File: src/rtl/card_number_luhn_classifier_core_assert.svh
// ----------------------------------------------------------------------------
// Assertion macros for the card number checker
// Shared concurrent assertion forms, clocked and reset-qualified.
// ----------------------------------------------------------------------------
`ifndef CARD_NUMBER_LUHN_CLASSIFIER_CORE_ASSERT_SVH
`define CARD_NUMBER_LUHN_CLASSIFIER_CORE_ASSERT_SVH

// Same-cycle implication, disabled while reset is asserted.
`define CNLC_ASSERT_SAME(label, clk, rst_n, ante, cons) \
	label: assert property (@(posedge clk) disable iff (!rst_n) (ante) |-> (cons)) \
		else $error("cnlc assertion failed");

// Next-cycle implication, disabled while reset is asserted.
`define CNLC_ASSERT_NEXT(label, clk, rst_n, ante, cons) \
	label: assert property (@(posedge clk) disable iff (!rst_n) (ante) |=> (cons)) \
		else $error("cnlc assertion failed");

`endif

File: src/rtl/cnlc_pkg.sv
// ----------------------------------------------------------------------------
// Card number checker package
// Widths, result codes, controller commands and digit helpers.
// ----------------------------------------------------------------------------
package cnlc_pkg;

	localparam int BIN_W       = 63;
	localparam int BCD_DIGITS  = 19;
	localparam int BCD_W       = 4 * BCD_DIGITS;
	localparam int LUHN_DIGITS = 16;
	localparam int CNT_W       = 6;
	localparam int IDX_W       = 5;
	localparam int CLASS_W     = 2;

	localparam logic [CLASS_W-1:0] CLASS_INVALID = 2'd0;
	localparam logic [CLASS_W-1:0] CLASS_PREFIX5 = 2'd1;
	localparam logic [CLASS_W-1:0] CLASS_PREFIX4 = 2'd2;
	localparam logic [CLASS_W-1:0] CLASS_PREFIX3 = 2'd3;

	typedef struct packed {
		logic             load;
		logic             conv_step;
		logic             walk_step;
		logic             out_load;
		logic [IDX_W-1:0] walk_idx;
	} cmd_t;

	// Add-3 correction of one BCD digit ahead of a left shift.
	function automatic logic [3:0] dabble_adj(input logic [3:0] d);
		return (d >= 4'd5) ? 4'(d + 4'd3) : d;
	endfunction

	// Luhn contribution of one digit; odd positions are doubled and folded.
	function automatic logic [3:0] luhn_term(input logic [3:0] d, input logic odd);
		logic [4:0] dbl;
		dbl = {d, 1'b0};
		if (!odd)
			return d;
		return (d >= 4'd5) ? 4'(dbl - 5'd9) : dbl[3:0];
	endfunction

endpackage

File: src/rtl/cnlc_if.sv
// ----------------------------------------------------------------------------
// Card number checker channels
// Valid/ready channels for the card number and for the check result.
// ----------------------------------------------------------------------------
interface cnlc_in_if import cnlc_pkg::*; ();
	logic             valid;
	logic             ready;
	logic [BIN_W-1:0] card_number;

	modport source (output valid, output card_number, input ready);
	modport sink   (input valid, input card_number, output ready);
endinterface

interface cnlc_out_if import cnlc_pkg::*; ();
	logic               valid;
	logic               ready;
	logic [CLASS_W-1:0] card_class;
	logic               checksum_ok;
	logic [IDX_W-1:0]   digit_count;

	modport source (output valid, output card_class, output checksum_ok,
		output digit_count, input ready);
	modport sink   (input valid, input card_class, input checksum_ok,
		input digit_count, output ready);
endinterface

File: src/rtl/card_number_luhn_classifier_core.sv
// A card goes through the bit-serial BCD conversion, then the digit walk, then the hand-off into
// the output register, which waits while the previous result is still held there unread.
// The block takes no new card until the current one has been handed off.
// The output register lets the next card enter while the previous result waits.
// Reset: arst_n is asynchronous, active low, and clears the controller and output valid.
// ----------------------------------------------------------------------------
// Card number Luhn checker and classifier
// Converts a binary card number to decimal, runs the mod-10 check on the
// lowest sixteen digits and classifies it by length and leading digits.
// ----------------------------------------------------------------------------
module card_number_luhn_classifier_core import cnlc_pkg::*; (
	input  logic       clk,
	input  logic       arst_n,
	cnlc_in_if.sink    card_in,
	cnlc_out_if.source result_out
);

	// The controller owns every sequencing decision; the datapath only obeys
	// the command word it receives each cycle.
	cmd_t cmd;

	cnlc_ctrl u_ctrl (
		.clk       (clk),
		.arst_n    (arst_n),
		.in_valid  (card_in.valid),
		.in_ready  (card_in.ready),
		.out_valid (result_out.valid),
		.out_ready (result_out.ready),
		.cmd       (cmd)
	);

	// The datapath shifts the card number one bit per cycle into a nineteen
	// digit BCD register, then walks the digits from the lowest up, folding
	// the Luhn sum modulo ten and tracking the highest nonzero digit and the
	// digit below it. The result is captured in output registers when the
	// controller hands it off, so a new transaction can start meanwhile.
	cnlc_datapath u_datapath (
		.clk         (clk),
		.card_number (card_in.card_number),
		.cmd         (cmd),
		.card_class  (result_out.card_class),
		.checksum_ok (result_out.checksum_ok),
		.digit_count (result_out.digit_count)
	);

	`include "card_number_luhn_classifier_core_assert.svh"

	// Once a card is taken, the block is busy and refuses another one.
	`CNLC_ASSERT_NEXT(a_busy_after_accept, clk, arst_n, card_in.valid && card_in.ready, !card_in.ready)

	// A taken result is not shown again unless a fresh one is loaded.
	`CNLC_ASSERT_NEXT(a_no_repeat, clk, arst_n, result_out.valid && result_out.ready && !cmd.out_load, !result_out.valid)

	// A nonzero class is only given to a number that passed the check.
	`CNLC_ASSERT_SAME(a_class_needs_ok, clk, arst_n, result_out.valid && result_out.card_class != CLASS_INVALID, result_out.checksum_ok)

	// The digit count always lies between one and nineteen.
	`CNLC_ASSERT_SAME(a_count_range, clk, arst_n, result_out.valid, result_out.digit_count >= IDX_W'(1) && result_out.digit_count <= IDX_W'(BCD_DIGITS))

endmodule

File: src/rtl/cnlc_ctrl.sv
// ----------------------------------------------------------------------------
// Card number checker controller
// Sequences conversion, digit walk and result hand-off.
// ----------------------------------------------------------------------------
module cnlc_ctrl import cnlc_pkg::*; (
	input  logic clk,
	input  logic arst_n,
	input  logic in_valid,
	output logic in_ready,
	output logic out_valid,
	input  logic out_ready,
	output cmd_t cmd
);

	typedef enum logic [1:0] {
		ST_IDLE,
		ST_CONV,
		ST_WALK,
		ST_HOLD
	} state_t;

	state_t           state_q;
	logic [CNT_W-1:0] cnt_q;
	logic             out_valid_q;

	always_comb begin
		cmd           = '0;
		cmd.load      = (state_q == ST_IDLE) && in_valid;
		cmd.conv_step = (state_q == ST_CONV);
		cmd.walk_step = (state_q == ST_WALK);
		cmd.out_load  = (state_q == ST_HOLD) && (!out_valid_q || out_ready);
		cmd.walk_idx  = cnt_q[IDX_W-1:0];
	end

	assign in_ready  = (state_q == ST_IDLE);
	assign out_valid = out_valid_q;

	always_ff @(posedge clk or negedge arst_n) begin
		if (!arst_n) begin
			state_q     <= ST_IDLE;
			cnt_q       <= '0;
			out_valid_q <= 1'b0;
		end else begin
			if (cmd.out_load)
				out_valid_q <= 1'b1;
			else if (out_ready)
				out_valid_q <= 1'b0;

			case (state_q)
				ST_IDLE: begin
					cnt_q <= '0;
					if (in_valid)
						state_q <= ST_CONV;
				end
				ST_CONV: begin
					if (cnt_q == CNT_W'(BIN_W - 1)) begin
						cnt_q   <= '0;
						state_q <= ST_WALK;
					end else begin
						cnt_q <= cnt_q + CNT_W'(1);
					end
				end
				ST_WALK: begin
					if (cnt_q == CNT_W'(BCD_DIGITS - 1)) begin
						cnt_q   <= '0;
						state_q <= ST_HOLD;
					end else begin
						cnt_q <= cnt_q + CNT_W'(1);
					end
				end
				ST_HOLD: begin
					if (cmd.out_load)
						state_q <= ST_IDLE;
				end
				default: begin
					state_q <= ST_IDLE;
				end
			endcase
		end
	end

endmodule

File: src/rtl/cnlc_datapath.sv
// ----------------------------------------------------------------------------
// Card number checker datapath
// Bit-serial binary to BCD conversion, digit walk and classification.
// ----------------------------------------------------------------------------
module cnlc_datapath import cnlc_pkg::*; (
	input  logic               clk,
	input  logic [BIN_W-1:0]   card_number,
	input  cmd_t               cmd,
	output logic [CLASS_W-1:0] card_class,
	output logic               checksum_ok,
	output logic [IDX_W-1:0]   digit_count
);

	logic [BIN_W-1:0]   bin_q;
	logic [BCD_W-1:0]   bcd_q;
	logic [BCD_W-1:0]   bcd_adj;
	logic [3:0]         sum_q;
	logic [IDX_W-1:0]   count_q;
	logic [3:0]         lead0_q;
	logic [3:0]         lead1_q;
	logic [3:0]         prev_q;
	logic [3:0]         cur_digit;
	logic [4:0]         sum_raw;
	logic [3:0]         sum_next;
	logic               ok;
	logic [CLASS_W-1:0] cls;
	logic [CLASS_W-1:0] card_class_q;
	logic               checksum_ok_q;
	logic [IDX_W-1:0]   digit_count_q;

	always_comb begin
		for (int k = 0; k < BCD_DIGITS; k++)
			bcd_adj[4*k +: 4] = dabble_adj(bcd_q[4*k +: 4]);
	end

	assign cur_digit = bcd_q[3:0];
	assign sum_raw   = {1'b0, sum_q} + {1'b0, luhn_term(cur_digit, cmd.walk_idx[0])};
	assign sum_next  = (sum_raw >= 5'd10) ? 4'(sum_raw - 5'd10) : sum_raw[3:0];

	// Leading-digit rules are tried in priority order and need a passing sum.
	always_comb begin
		ok  = (sum_q == 4'd0);
		cls = CLASS_INVALID;
		if (ok) begin
			if (count_q == IDX_W'(16) && lead0_q == 4'd5 && lead1_q inside {[4'd1:4'd5]})
				cls = CLASS_PREFIX5;
			else if (count_q inside {IDX_W'(13), IDX_W'(16)} && lead0_q == 4'd4)
				cls = CLASS_PREFIX4;
			else if (count_q == IDX_W'(15) && lead0_q == 4'd3 &&
				lead1_q inside {4'd4, 4'd7})
				cls = CLASS_PREFIX3;
		end
	end

	always_ff @(posedge clk) begin
		if (cmd.load) begin
			bin_q   <= card_number;
			bcd_q   <= '0;
			sum_q   <= '0;
			count_q <= IDX_W'(1);
			lead0_q <= '0;
			lead1_q <= '0;
			prev_q  <= '0;
		end else if (cmd.conv_step) begin
			bcd_q <= {bcd_adj[BCD_W-2:0], bin_q[BIN_W-1]};
			bin_q <= {bin_q[BIN_W-2:0], 1'b0};
		end else if (cmd.walk_step) begin
			bcd_q  <= {4'd0, bcd_q[BCD_W-1:4]};
			prev_q <= cur_digit;
			if (cmd.walk_idx < IDX_W'(LUHN_DIGITS))
				sum_q <= sum_next;
			if (cur_digit != 4'd0) begin
				count_q <= cmd.walk_idx + IDX_W'(1);
				lead0_q <= cur_digit;
				lead1_q <= prev_q;
			end
		end

		if (cmd.out_load) begin
			card_class_q  <= cls;
			checksum_ok_q <= ok;
			digit_count_q <= count_q;
		end
	end

	assign card_class  = card_class_q;
	assign checksum_ok = checksum_ok_q;
	assign digit_count = digit_count_q;

endmodule
File: src/flat_wrapper.sv
// flat-port wrapper written by rule: the top's interface ports become plain ports
module card_number_luhn_classifier_core_flat import cnlc_pkg::*;
  (clk, arst_n, card_in_valid, card_in_card_number, card_in_ready, result_out_valid, result_out_card_class, result_out_checksum_ok, result_out_digit_count, result_out_ready);
  cnlc_in_if card_in_i ();
  cnlc_out_if result_out_i ();
  input  logic clk;
  input  logic arst_n;
  input wire logic [$bits(card_in_i.valid)-1:0] card_in_valid;
  input wire logic [$bits(card_in_i.card_number)-1:0] card_in_card_number;
  output wire logic [$bits(card_in_i.ready)-1:0] card_in_ready;
  output wire logic [$bits(result_out_i.valid)-1:0] result_out_valid;
  output wire logic [$bits(result_out_i.card_class)-1:0] result_out_card_class;
  output wire logic [$bits(result_out_i.checksum_ok)-1:0] result_out_checksum_ok;
  output wire logic [$bits(result_out_i.digit_count)-1:0] result_out_digit_count;
  input wire logic [$bits(result_out_i.ready)-1:0] result_out_ready;
  assign card_in_i.valid = card_in_valid;
  assign card_in_i.card_number = card_in_card_number;
  assign card_in_ready = card_in_i.ready;
  assign result_out_valid = result_out_i.valid;
  assign result_out_card_class = result_out_i.card_class;
  assign result_out_checksum_ok = result_out_i.checksum_ok;
  assign result_out_digit_count = result_out_i.digit_count;
  assign result_out_i.ready = result_out_ready;
  card_number_luhn_classifier_core u_core (.clk(clk), .arst_n(arst_n), .card_in(card_in_i), .result_out(result_out_i));
endmodule
File: config.mk
export PLATFORM = sky130hd
export DESIGN_NAME = card_number_luhn_classifier_core_flat
export DESIGN_NICKNAME = d
export VERILOG_FILES = /design/src/rtl/cnlc_pkg.sv /design/src/rtl/cnlc_if.sv /design/src/rtl/card_number_luhn_classifier_core.sv /design/src/rtl/cnlc_ctrl.sv /design/src/rtl/cnlc_datapath.sv /design/src/flat_wrapper.sv
export VERILOG_INCLUDE_DIRS = /design/src /design/src/rtl
export SDC_FILE = /design/constraint.sdc
export NUM_CORES = 1
export LEC_CHECK = 0
export BUFFER_PORTS_ARGS = -buffer_cell sky130_fd_sc_hd__buf_2
export CORE_ASPECT_RATIO = 2
export CORE_MARGIN = 2
export CORE_UTILIZATION = 25
export CTS_CLUSTER_DIAMETER = 60
export DETAILED_ROUTE_END_ITERATION = 6
export PLACE_DENSITY = 0.43
export SLEW_MARGIN = 20
export SYNTH_ARGS = -nofsm -noshare
export SYNTH_HDL_FRONTEND = slang
export SYNTH_SLANG_ARGS = --single-unit
File: constraint.sdc
create_clock -name clk -period 10 [get_ports clk]
set_input_delay 0.5 -clock clk [delete_from_list [all_inputs] [get_ports clk]]
set_output_delay 0.5 -clock clk [all_outputs]
set_load 0.02 [all_outputs]
==> flow_summary.ini, run 1 <==
[status]
outcome = finished clean

[place]
portBuffers = 76
place_congestion = 0.776
dp.cells = 1658
hpwl_um = 14200

[synthesis]
synth_fp_nets = 1236
postSynth.asyncResetShare = 0.0508
synth_edf_count = 71
synth_seq_area_share = 0.444
yosysWarnings = 0
synth-xor-area-share = 0.0216
synthMuxAreaShare = 0.0685
synth_compound_area_frac = 0.146
yosys.area_share.adder = 0.0667
synth_simple_gate_area_frac = 0.197
synth_top_family_by_area = simple AND/OR/NAND/NOR gates
synth.avg_cell_area_sq_um = 8.65
syn_area_sq_mm = 0.00968
syn_inst = 1118
yosysUniqueCellTypes = 55
synth_ff_type = dfxtp_1
synth_seq_cells = 177

[finish]
final_cell_mix = nand2_1 (252), dfxtp_1 (97), buf_2 (76)
drive_gt1_frac = 0.108
nets = 1276
final_common_cell = nand2_1
instances_no_fill = 1691
num_antenna_cells = 0
syn_to_final_growth_pct = 15.3

[grt]
grt_first_pass_wirelength_um = 37200
grt_usage = 0.113
grt_start_max_net_pins = 93
grt_pass1_vias = 7283
antenna_found_initial = 0
overflow = 0

[die]
num_io_pins = 77
die_w_um = 143
initial_utilization = 0.252
fp-row-count = 102
die_height_um = 282
die_area_sq_mm = 0.0404
coreArea_sq_mm = 0.0384

[drt]
drt_iter0_drc = 375
routed_wirelength_um = 22000
drc_errors = 0
num_vias = 7585
ant_nets = 0
drtPass1Iterations = 4
wl_per_cell_um = 13.0
via_per_inst = 4.49

[worst_setup_path]
worst-path-max-fanout = 6
cp.required_ns = 10.37
cp-end-kind = flop
crit_type = flop to flop
cp.arrival_ns = 4.03
setup.worst_path.start_class = flop

[flow_run]
maxCapViolCount = 0

[cts]
clock_path_buffers = 2
clkSlewWorstSetupHoldPaths_ns = 0.07
cts_tree = yes
clock_sinks = 177
clock_latency_ns = 0.44
cts_root_buffer = clkbuf_16
postCtsSetupBuffers = 0
numCtsBuffers = 17
htreeDepth = 4

[timing]
fin_crit_ns = 3.65
hold_viol_final = 0
fin_skew_ns = 0.00801
slew_viol_final = 0
max_slew_margin = 0.316
fmax_mhz = 274
setup_viol = 0
fin_tns_setup_ns = 0
fin_crit_sh = 0.365
rsz0062_at_grt = false
tightest_slew_ns = 1.03

[pwr]
p_leak_nw = 4.49
switching_share = 0.422
internal_power_mw = 2.40
vdd.ir_drop.worst_uv = 204
pwr-share-comb = 0.484
switching_power_mw = 1.75
power_density_mw_per_mm2 = 372
p_seq_frac = 0.349
clock_power_share = 0.168

[worst_hold_path]
min_path_type = primary input to flop
## per-layer routing
layer | wire, um | up-vias | global-route usage
met3 | 518 | 22 | 0.0185
met5 | 0 | - | 0
met1 | 11200 | 3549 | 0.157
met2 | 9950 | 96 | 0.174
li1 | - | 3918 | -
met4 | 368 | 0 | 0.0424
## critical path, stage by stage (launching register included)
cell      delay [ns]
dfxtp_1         0.43
inv_1           0.12
ha_1            0.19
nand2b_1        0.13
a21oi_1         0.32
xnor2_1         0.19
nand2_1         0.08
a21boi_0        0.17
fa_1            0.47
xnor2_2         0.17
inv_1           0.08
ha_1            0.24
o31ai_1         0.12
a311o_1         0.40
or3_1           0.31
a31oi_1         0.15
## repair_timing
action                     CTS  global route
hold endpoints to repair     9             0
hold buffers                 1             0
gates resized for setup      0             0
setup endpoints to repair    0             0
## stage by stage
step                      total power [mW]  hold slack, ns  worst slack [ns]   util  instance area (sq um)
after floorplan                       3.01           0.204              6.64      -                   9680
after global placement                3.45           0.365              6.45  0.274                  10500
after detailed placement              3.50           0.365              6.37  0.274                  10500
after CTS                             4.21           0.283              6.33  0.290                  11200
after global routing                  4.54           0.295              6.02  0.290                  11200
final                                 4.15           0.314              6.35  0.290                  11200
## cell families (layout without fill, tap and decap cells)
| kind of cell | after synthesis | count (layout) |
|---|---|---|
| and+or+nand+nor | 442 | 442 |
| muxes | 66 | 66 |
| AOI/OAI and AO/OA | 222 | 222 |
| buffers and inverters | 137 | 190 |
| DFF | 177 | 177 |
| xor gates and xnor gates | 23 | 23 |
| adders and majority gates | 51 | 51 |
## area by class of cell
class / instances / area (sq um)
clock buffer: 22 / 522
timing repair buffer: 84 / 443
fill: 4148 / 27300
clock inverter: 10 / 91.3
tap: 520 / 651
sequential: 177 / 4300
multi-input combinational: 804 / 4870
inverter: 74 / 278
## registers in the layout, summed over array words and instances, names as in the netlist
signal,count
u_core.u_datapath.digit_count,5
u_core.u_datapath.card_class,2
u_core.u_ctrl.cnt_q,6
u_core.u_datapath.lead0_q,4
u_core.u_datapath.lead1_q,4
u_core.u_datapath.sum_q,4
u_core.u_datapath.prev_q,4
u_core.u_ctrl.out_valid,1
u_core.u_datapath.checksum_ok,1
u_core.u_datapath.bin_q,63
u_core.u_ctrl.state_q,2
u_core.u_datapath.bcd_q,76
u_core.u_datapath.count_q,5
## worst paths after layout
path | from | end | slack, ns | cells after the start
min in group asynchronous | arst_n | u_core.u_ctrl.cnt_q[4] | 0.46 | 2
max reg2reg | u_core.u_datapath.bcd_q[1] | u_core.u_datapath.sum_q[1] | 6.35 | 15
min reg2reg | u_core.u_datapath.prev_q[3] | u_core.u_datapath.lead1_q[3] | 0.46 | 2
max | u_core.u_datapath.bcd_q[1] | u_core.u_datapath.sum_q[1] | 6.35 | 15
min | card_in_card_number[53] | u_core.u_datapath.bin_q[53] | 0.31 | 3
max in group asynchronous | arst_n | u_core.u_ctrl.cnt_q[1] | 9.35 | 2
## synth_stat cells, drive strengths merged (2+ instances only)
cell,number,share of area
a211oi,39,0.030
a21boi,2,0.0016
o21a,16,0.012
buf,23,0.011
inv,74,0.029
a21oi,76,0.040
a311oi,2,0.0018
o21ai,49,0.025
clkbuf,40,0.016
nand4,3,0.0019
a311o,16,0.017
mux2i,64,0.066
o211ai,3,0.0023
ha,50,0.065
xnor2,22,0.021
nand2b,40,0.026
o22ai,3,0.0019
or3,2,0.0013
dfrtp,9,0.023
edfxtp,71,0.22
nor3,20,0.010
nor2,68,0.026
and2,3,0.0019
nor4b,3,0.0027
a22oi,3,0.0023
o31ai,3,0.0028
mux2,2,0.0023
dfxtp,97,0.20
nand3,40,0.021
a31oi,4,0.0026
nand2,254,0.099
or4,2,0.0016
## power by group through the flow
stage                     registers, mW  clock network, mW  logic, mW
after floorplan                    1.39                  0       1.62
after global placement             1.46                  0       2.00
after detailed placement           1.47                  0       2.03
after CTS                          1.45              0.718       2.04
after global routing               1.50              0.742       2.30
final                              1.45              0.695       2.01
Power figures use the tool's default switching activity.
==> inputs of run 2 (changes only) <==
Clock period 10 ns to 3.6 ns, I/O delays scaled along.
==> flow_summary.ini, run 2 (synthesized netlist as in run 1, its figures left out) <==
[drt]
drt_iter0_drc = 442
via_per_inst = 4.50
routed_wirelength_um = 22900
ant_nets = 0
drtPass1Iterations = 4
num_vias = 7892
wl_per_cell_um = 13.1
drc_errors = 0

[place]
hpwl_um = 14700
dpl_cell_area_sq_mm = 0.0106
portBuffers = 76
place_congestion = 0.763
place_ws_ns = 0.0391

[pwr]
switching_power_mw = 4.97
p_seq_frac = 0.340
internal_power_mw = 6.78
p_leak_nw = 4.75
pwr-share-comb = 0.490
vdd.ir_drop.worst_uv = 446
power_density_mw_per_mm2 = 995
switching_share = 0.423
clock_power_share = 0.170

[worst_setup_path]
slowest_delay_ns = 0.41
cp.required_ns = 3.98
crit_chain = inv_1 -> ha_1 -> nand2b_1 -> a21oi_4 -> xnor2_1 -> nand2_1 -> a21boi_0 -> fa_2 -> xnor2_2 -> inv_1 -> ha_2 -> o31ai_1 -> a311o_1 -> or3_1 -> a31oi_1
setup.worst_path.start_class = flop
cp.arrival_ns = 3.72
crit_path_top_delay_cell = fa_2
crit_type = flop to flop
cp-end-kind = flop
worst-path-max-fanout = 5
cp_common_cell = inv_1

[die]
die_w_um = 143
die_height_um = 282
initial_utilization = 0.252
fp-row-count = 102
num_io_pins = 77
coreArea_sq_mm = 0.0384
die_area_sq_mm = 0.0404

[grt]
grt_start_max_net_pins = 82
grt_pass1_vias = 7793
overflow = 0
grt_usage = 0.116
antenna_found_initial = 0
grt_first_pass_wirelength_um = 38400

[finish]
syn_to_final_growth_pct = 22.0
finalInstanceArea_sq_mm = 0.0118
final_cell_mix = nand2_1 (252), dfxtp_1 (96), buf_2 (76)
max_flop_register = u_core.u_datapath.bcd_q
top_regs = u_core.u_datapath.bcd_q (76), u_core.u_datapath.bin_q (63), u_core.u_ctrl.cnt_q (6)
drive_gt1_frac = 0.110
largest_reg_flops = 76
num_antenna_cells = 0
num-fill-cells = 4047
nets = 1337
final_common_cell = nand2_1

[timing]
fin_tns_setup_ns = 0
slew_viol_final = 0
tightest_slew_ns = 0.937
hold_viol_final = 0
fin_crit_sh = 0.930
fin_skew_ns = 0.00778
max_slew_margin = 0.375
fin_crit_ns = 3.35
setup_viol = 0
fmax_mhz = 299
worst_slack_ns = 0.254

[cts]
numCtsBuffers = 17
clkSlewWorstSetupHoldPaths_ns = 0.07
htreeDepth = 4
postCtsSetupBuffers = 0
clock_path_buffers = 2
clock_latency_ns = 0.45
clock_sinks = 177
cts_root_buffer = clkbuf_16
cts_tree = yes

[status]
outcome = finished clean

[flow_run]
maxCapViolCount = 0

[worst_hold_path]
min_path_type = primary input to flop
run 2: timing repair:
action | in CTS | in global routing
endpoints found under the hold margin | 66 | 0
resized for setup | 0 | 5
endpoints found under the setup margin | 0 | 3
hold buffers | 58 | 0
run 2: layout make-up:
| cell class | count | area, sq um | area share |
|---|---|---|---|
| clock buffers | 20 | 479 | 0.0406 |
| repair buffers | 145 | 1070 | 0.0905 |
| multi-input cells | 804 | 4890 | 0.414 |
| well taps | 520 | 651 | 0.0551 |
| flip-flops and latches | 177 | 4300 | 0.364 |
| inverters | 74 | 278 | 0.0235 |
| clock inverters | 12 | 143 | 0.0121 |
run 2: worst paths after layout:
kind	start	endpoint	slack [ns]	cells after the start
worst min-delay path	card_in_card_number[10]	u_core.u_datapath.bin_q[10]	0.01	3
worst max-delay path	u_core.u_datapath.bcd_q[1]	u_core.u_datapath.sum_q[1]	0.25	15
worst max register to register	u_core.u_datapath.bcd_q[1]	u_core.u_datapath.sum_q[1]	0.25	15
max in group asynchronous	arst_n	u_core.u_ctrl.cnt_q[2]	3.27	2
worst min register to register	u_core.u_datapath.lead0_q[0]	u_core.u_datapath.lead0_q[0]	0.46	2
min in group asynchronous	arst_n	u_core.u_ctrl.cnt_q[5]	0.14	2
run 2: power groups by stage:
stage / Combinational [mW] / Sequential, mW / Clock [mW]
3_5_place_dp: 5.73 / 4.04 / 0
5_1_grt: 6.57 / 4.14 / 2.12
4_1_cts: 5.81 / 4.00 / 2.06
3_3_place_gp: 5.60 / 4.02 / 0
2_1_floorplan: 4.51 / 3.85 / 0
6_report: 5.75 / 4.00 / 1.99
run 2: routing by layer:
metal  global-route usage  routed length [um]  share of wire
met1                0.155               11200           0.49
met2                0.189               10800           0.47
met3               0.0223                 542          0.024
met4               0.0378                 328          0.014
met5                    0                   0              0
run 2: through the flow:
step | hold slack, ns | util | power [mW] | std cells
global placement | 0.0486 | 0.276 | 9.62 | 1662
floorplan | -0.116 | - | 8.36 | 1118
finish | 0.0143 | 0.307 | 11.7 | 1752
CTS | 0.00118 | 0.307 | 11.9 | 1752
global route | 0.00535 | 0.307 | 12.8 | 1752
detailed placement | 0.0582 | 0.276 | 9.77 | 1662
run 2: critical path, delay by kind of cell, from the launching register on:
family	cells	cell delay (ns)
xor gates and xnor gates	2	0.33
AOI/OAI and AO/OA	5	1.05
DFF	1	0.33
buffers and inverters	2	0.17
adders and majority gates	3	0.82
and+or+nand+nor	3	0.59
==> inputs of run 3 (changes only) <==
Settings changed: CELL_PAD_IN_SITES_DETAIL_PLACEMENT set to 1, CELL_PAD_IN_SITES_GLOBAL_PLACEMENT set to 1, CTS_CLUSTER_DIAMETER 60 to unset, PLACE_DENSITY 0.43 to 0.52.
==> flow_summary.ini, run 3 (synthesized netlist as in run 1, its figures left out) <==
[worst_setup_path]
regToRegEndpoint = u_core.u_datapath.sum_q[1]
r2r_slack_ns = 0.18
r2r-start = u_core.u_datapath.bcd_q[1]
crit_path_top_delay_cell = a311o_1
setup.worst_path.start_class = flop
r2r_cells = 15
slowest_delay_ns = 0.37
cp-end-kind = flop
crit_chain = inv_1 -> ha_1 -> nand2b_1 -> a21oi_2 -> buf_4 -> mux2i_2 -> mux2_2 -> ha_1 -> xnor2_2 -> inv_1 -> ha_4 -> o31ai_1 -> a311o_1 -> or3_1 -> a31oi_1
worst-path-max-fanout = 5
crit_type = flop to flop
cp.arrival_ns = 3.79
cp.required_ns = 3.98

[place]
dpl_cell_area_sq_mm = 0.0106
place_congestion = 0.741
portBuffers = 76
hpwl_um = 16400

[drt]
drtPass1Iterations = 4
drc_errors = 0
via_per_inst = 4.59
wl_per_cell_um = 14.5
num_vias = 8084
drt_iter0_drc = 304
routed_wirelength_um = 25500
ant_nets = 0

[die]
die_height_um = 282
num_io_pins = 77
initial_utilization = 0.252
fp-row-count = 102
coreArea_sq_mm = 0.0384
die_w_um = 143
die_area_sq_mm = 0.0404

[cts]
clock_sinks = 177
clock_latency_ns = 0.45
numCtsBuffers = 17
cts_root_buffer = clkbuf_16
clock_path_buffers = 2
cts_tree = yes
htreeDepth = 4
clkSlewWorstSetupHoldPaths_ns = 0.07

[timing]
max_slew_margin = 0.395
slew_viol_final = 0
fmax_mhz = 293
tightest_slew_ns = 0.908
hold_viol_final = 0
setup_viol = 0
fin_skew_ns = 0.00682
fin_crit_ns = 3.42
fin_tns_setup_ns = 0
fin_crit_sh = 0.949
whs_ns = 0.0208

[pwr]
p_leak_nw = 4.76
vdd.ir_drop.worst_uv = 479
power_density_mw_per_mm2 = 1000

[finish]
nets = 1345
finalInstanceArea_sq_mm = 0.0118
drive_gt1_frac = 0.112
final_cell_mix = nand2_1 (252), dfxtp_1 (97), buf_2 (76)
final_common_cell = nand2_1
syn_to_final_growth_pct = 22.4
max_flop_register = u_core.u_datapath.bcd_q
top_regs = u_core.u_datapath.bcd_q (76), u_core.u_datapath.bin_q (63), u_core.u_ctrl.cnt_q (6)
largest_reg_flops = 76
num_antenna_cells = 0

[grt]
grt_start_max_net_pins = 74
antenna_found_initial = 0
grt_first_pass_wirelength_um = 42400
overflow = 0
grt_pass1_vias = 8527
grt_usage = 0.130

[worst_hold_path]
min_path_type = primary input to flop
worstHoldStart = card_in_card_number[41]
hold_depth = 3
min_to = u_core.u_datapath.bin_q[41]

[flow_run]
maxCapViolCount = 0

[status]
outcome = finished clean
## run 3: where the power goes
| group | leakage, nW | internal (mW) | switching (mW) | total (mW) |
|---|---|---|---|---|
| clock | 0.280 | 1.02 | 0.851 | 1.87 |
| combinational | 2.88 | 2.46 | 3.54 | 6.00 |
| sequential | 1.61 | 3.28 | 0.727 | 4.01 |
## run 3: timing repair
item                                    4_1_cts  5_1_grt
endpoints found under the setup margin        0        3
resized for setup                             0        7
hold buffers                                 61        0
setup buffers                                 0        0
endpoints found under the hold margin        69        0
## run 3: per-stage QoR
stage | total power [mW] | worst slack [ns] | utilization | std cells
final | 11.9 | 0.183 | 0.308 | 1760
after global routing | 13.0 | -0.0350 | 0.308 | 1760
after CTS | 12.0 | 0.0103 | 0.307 | 1760
after detailed placement | 9.99 | 0.0432 | 0.277 | 1667
after global placement | 9.76 | 0.227 | 0.277 | 1667
after floorplan | 8.36 | 0.239 | - | 1118
## run 3: routing by layer
layer	track usage	up-vias	share of wire
li1	-	4049	-
met1	0.168	3932	0.47
met2	0.217	71	0.49
met3	0.0208	32	0.018
met4	0.0449	0	0.018
met5	0	-	0
## run 3: area by class of cell
| class | instances | area, sq um |
|---|---|---|
| repair buffers | 153 | 1140 |
| clock buffers | 22 | 475 |
| inverters | 74 | 278 |
| flip-flops and latches | 177 | 4300 |
| clock inverters | 10 | 100 |
| well taps | 520 | 651 |
| fillers | 4499 | 26600 |
| multi-input cells | 804 | 4910 |
## run 3: how the worst max path moves through the flow
stage / startpoint / to / depth (start not counted)
5_1_grt: u_core.u_datapath.bcd_q[1] / u_core.u_datapath.sum_q[1] / 15
6_report: u_core.u_datapath.bcd_q[1] / u_core.u_datapath.sum_q[1] / 15
2_1_floorplan: u_core.u_datapath.bcd_q[0] / u_core.u_datapath.sum_q[1] / 16
3_5_place_dp: u_core.u_datapath.bcd_q[1] / u_core.u_datapath.sum_q[1] / 15
3_3_place_gp: u_core.u_datapath.bcd_q[1] / u_core.u_datapath.sum_q[1] / 15
4_1_cts: u_core.u_datapath.bcd_q[1] / u_core.u_datapath.sum_q[1] / 15
## run 3: critical path, delay by kind of cell (launching register included)
family | cells | cell delay [ns]
AOI/OAI and AO/OA | 4 | 0.85
adders and majority gates | 3 | 0.67
and+or+nand+nor | 2 | 0.49
muxes | 2 | 0.43
buffers and inverters | 3 | 0.40
DFF | 1 | 0.33
xor gates and xnor gates | 1 | 0.17
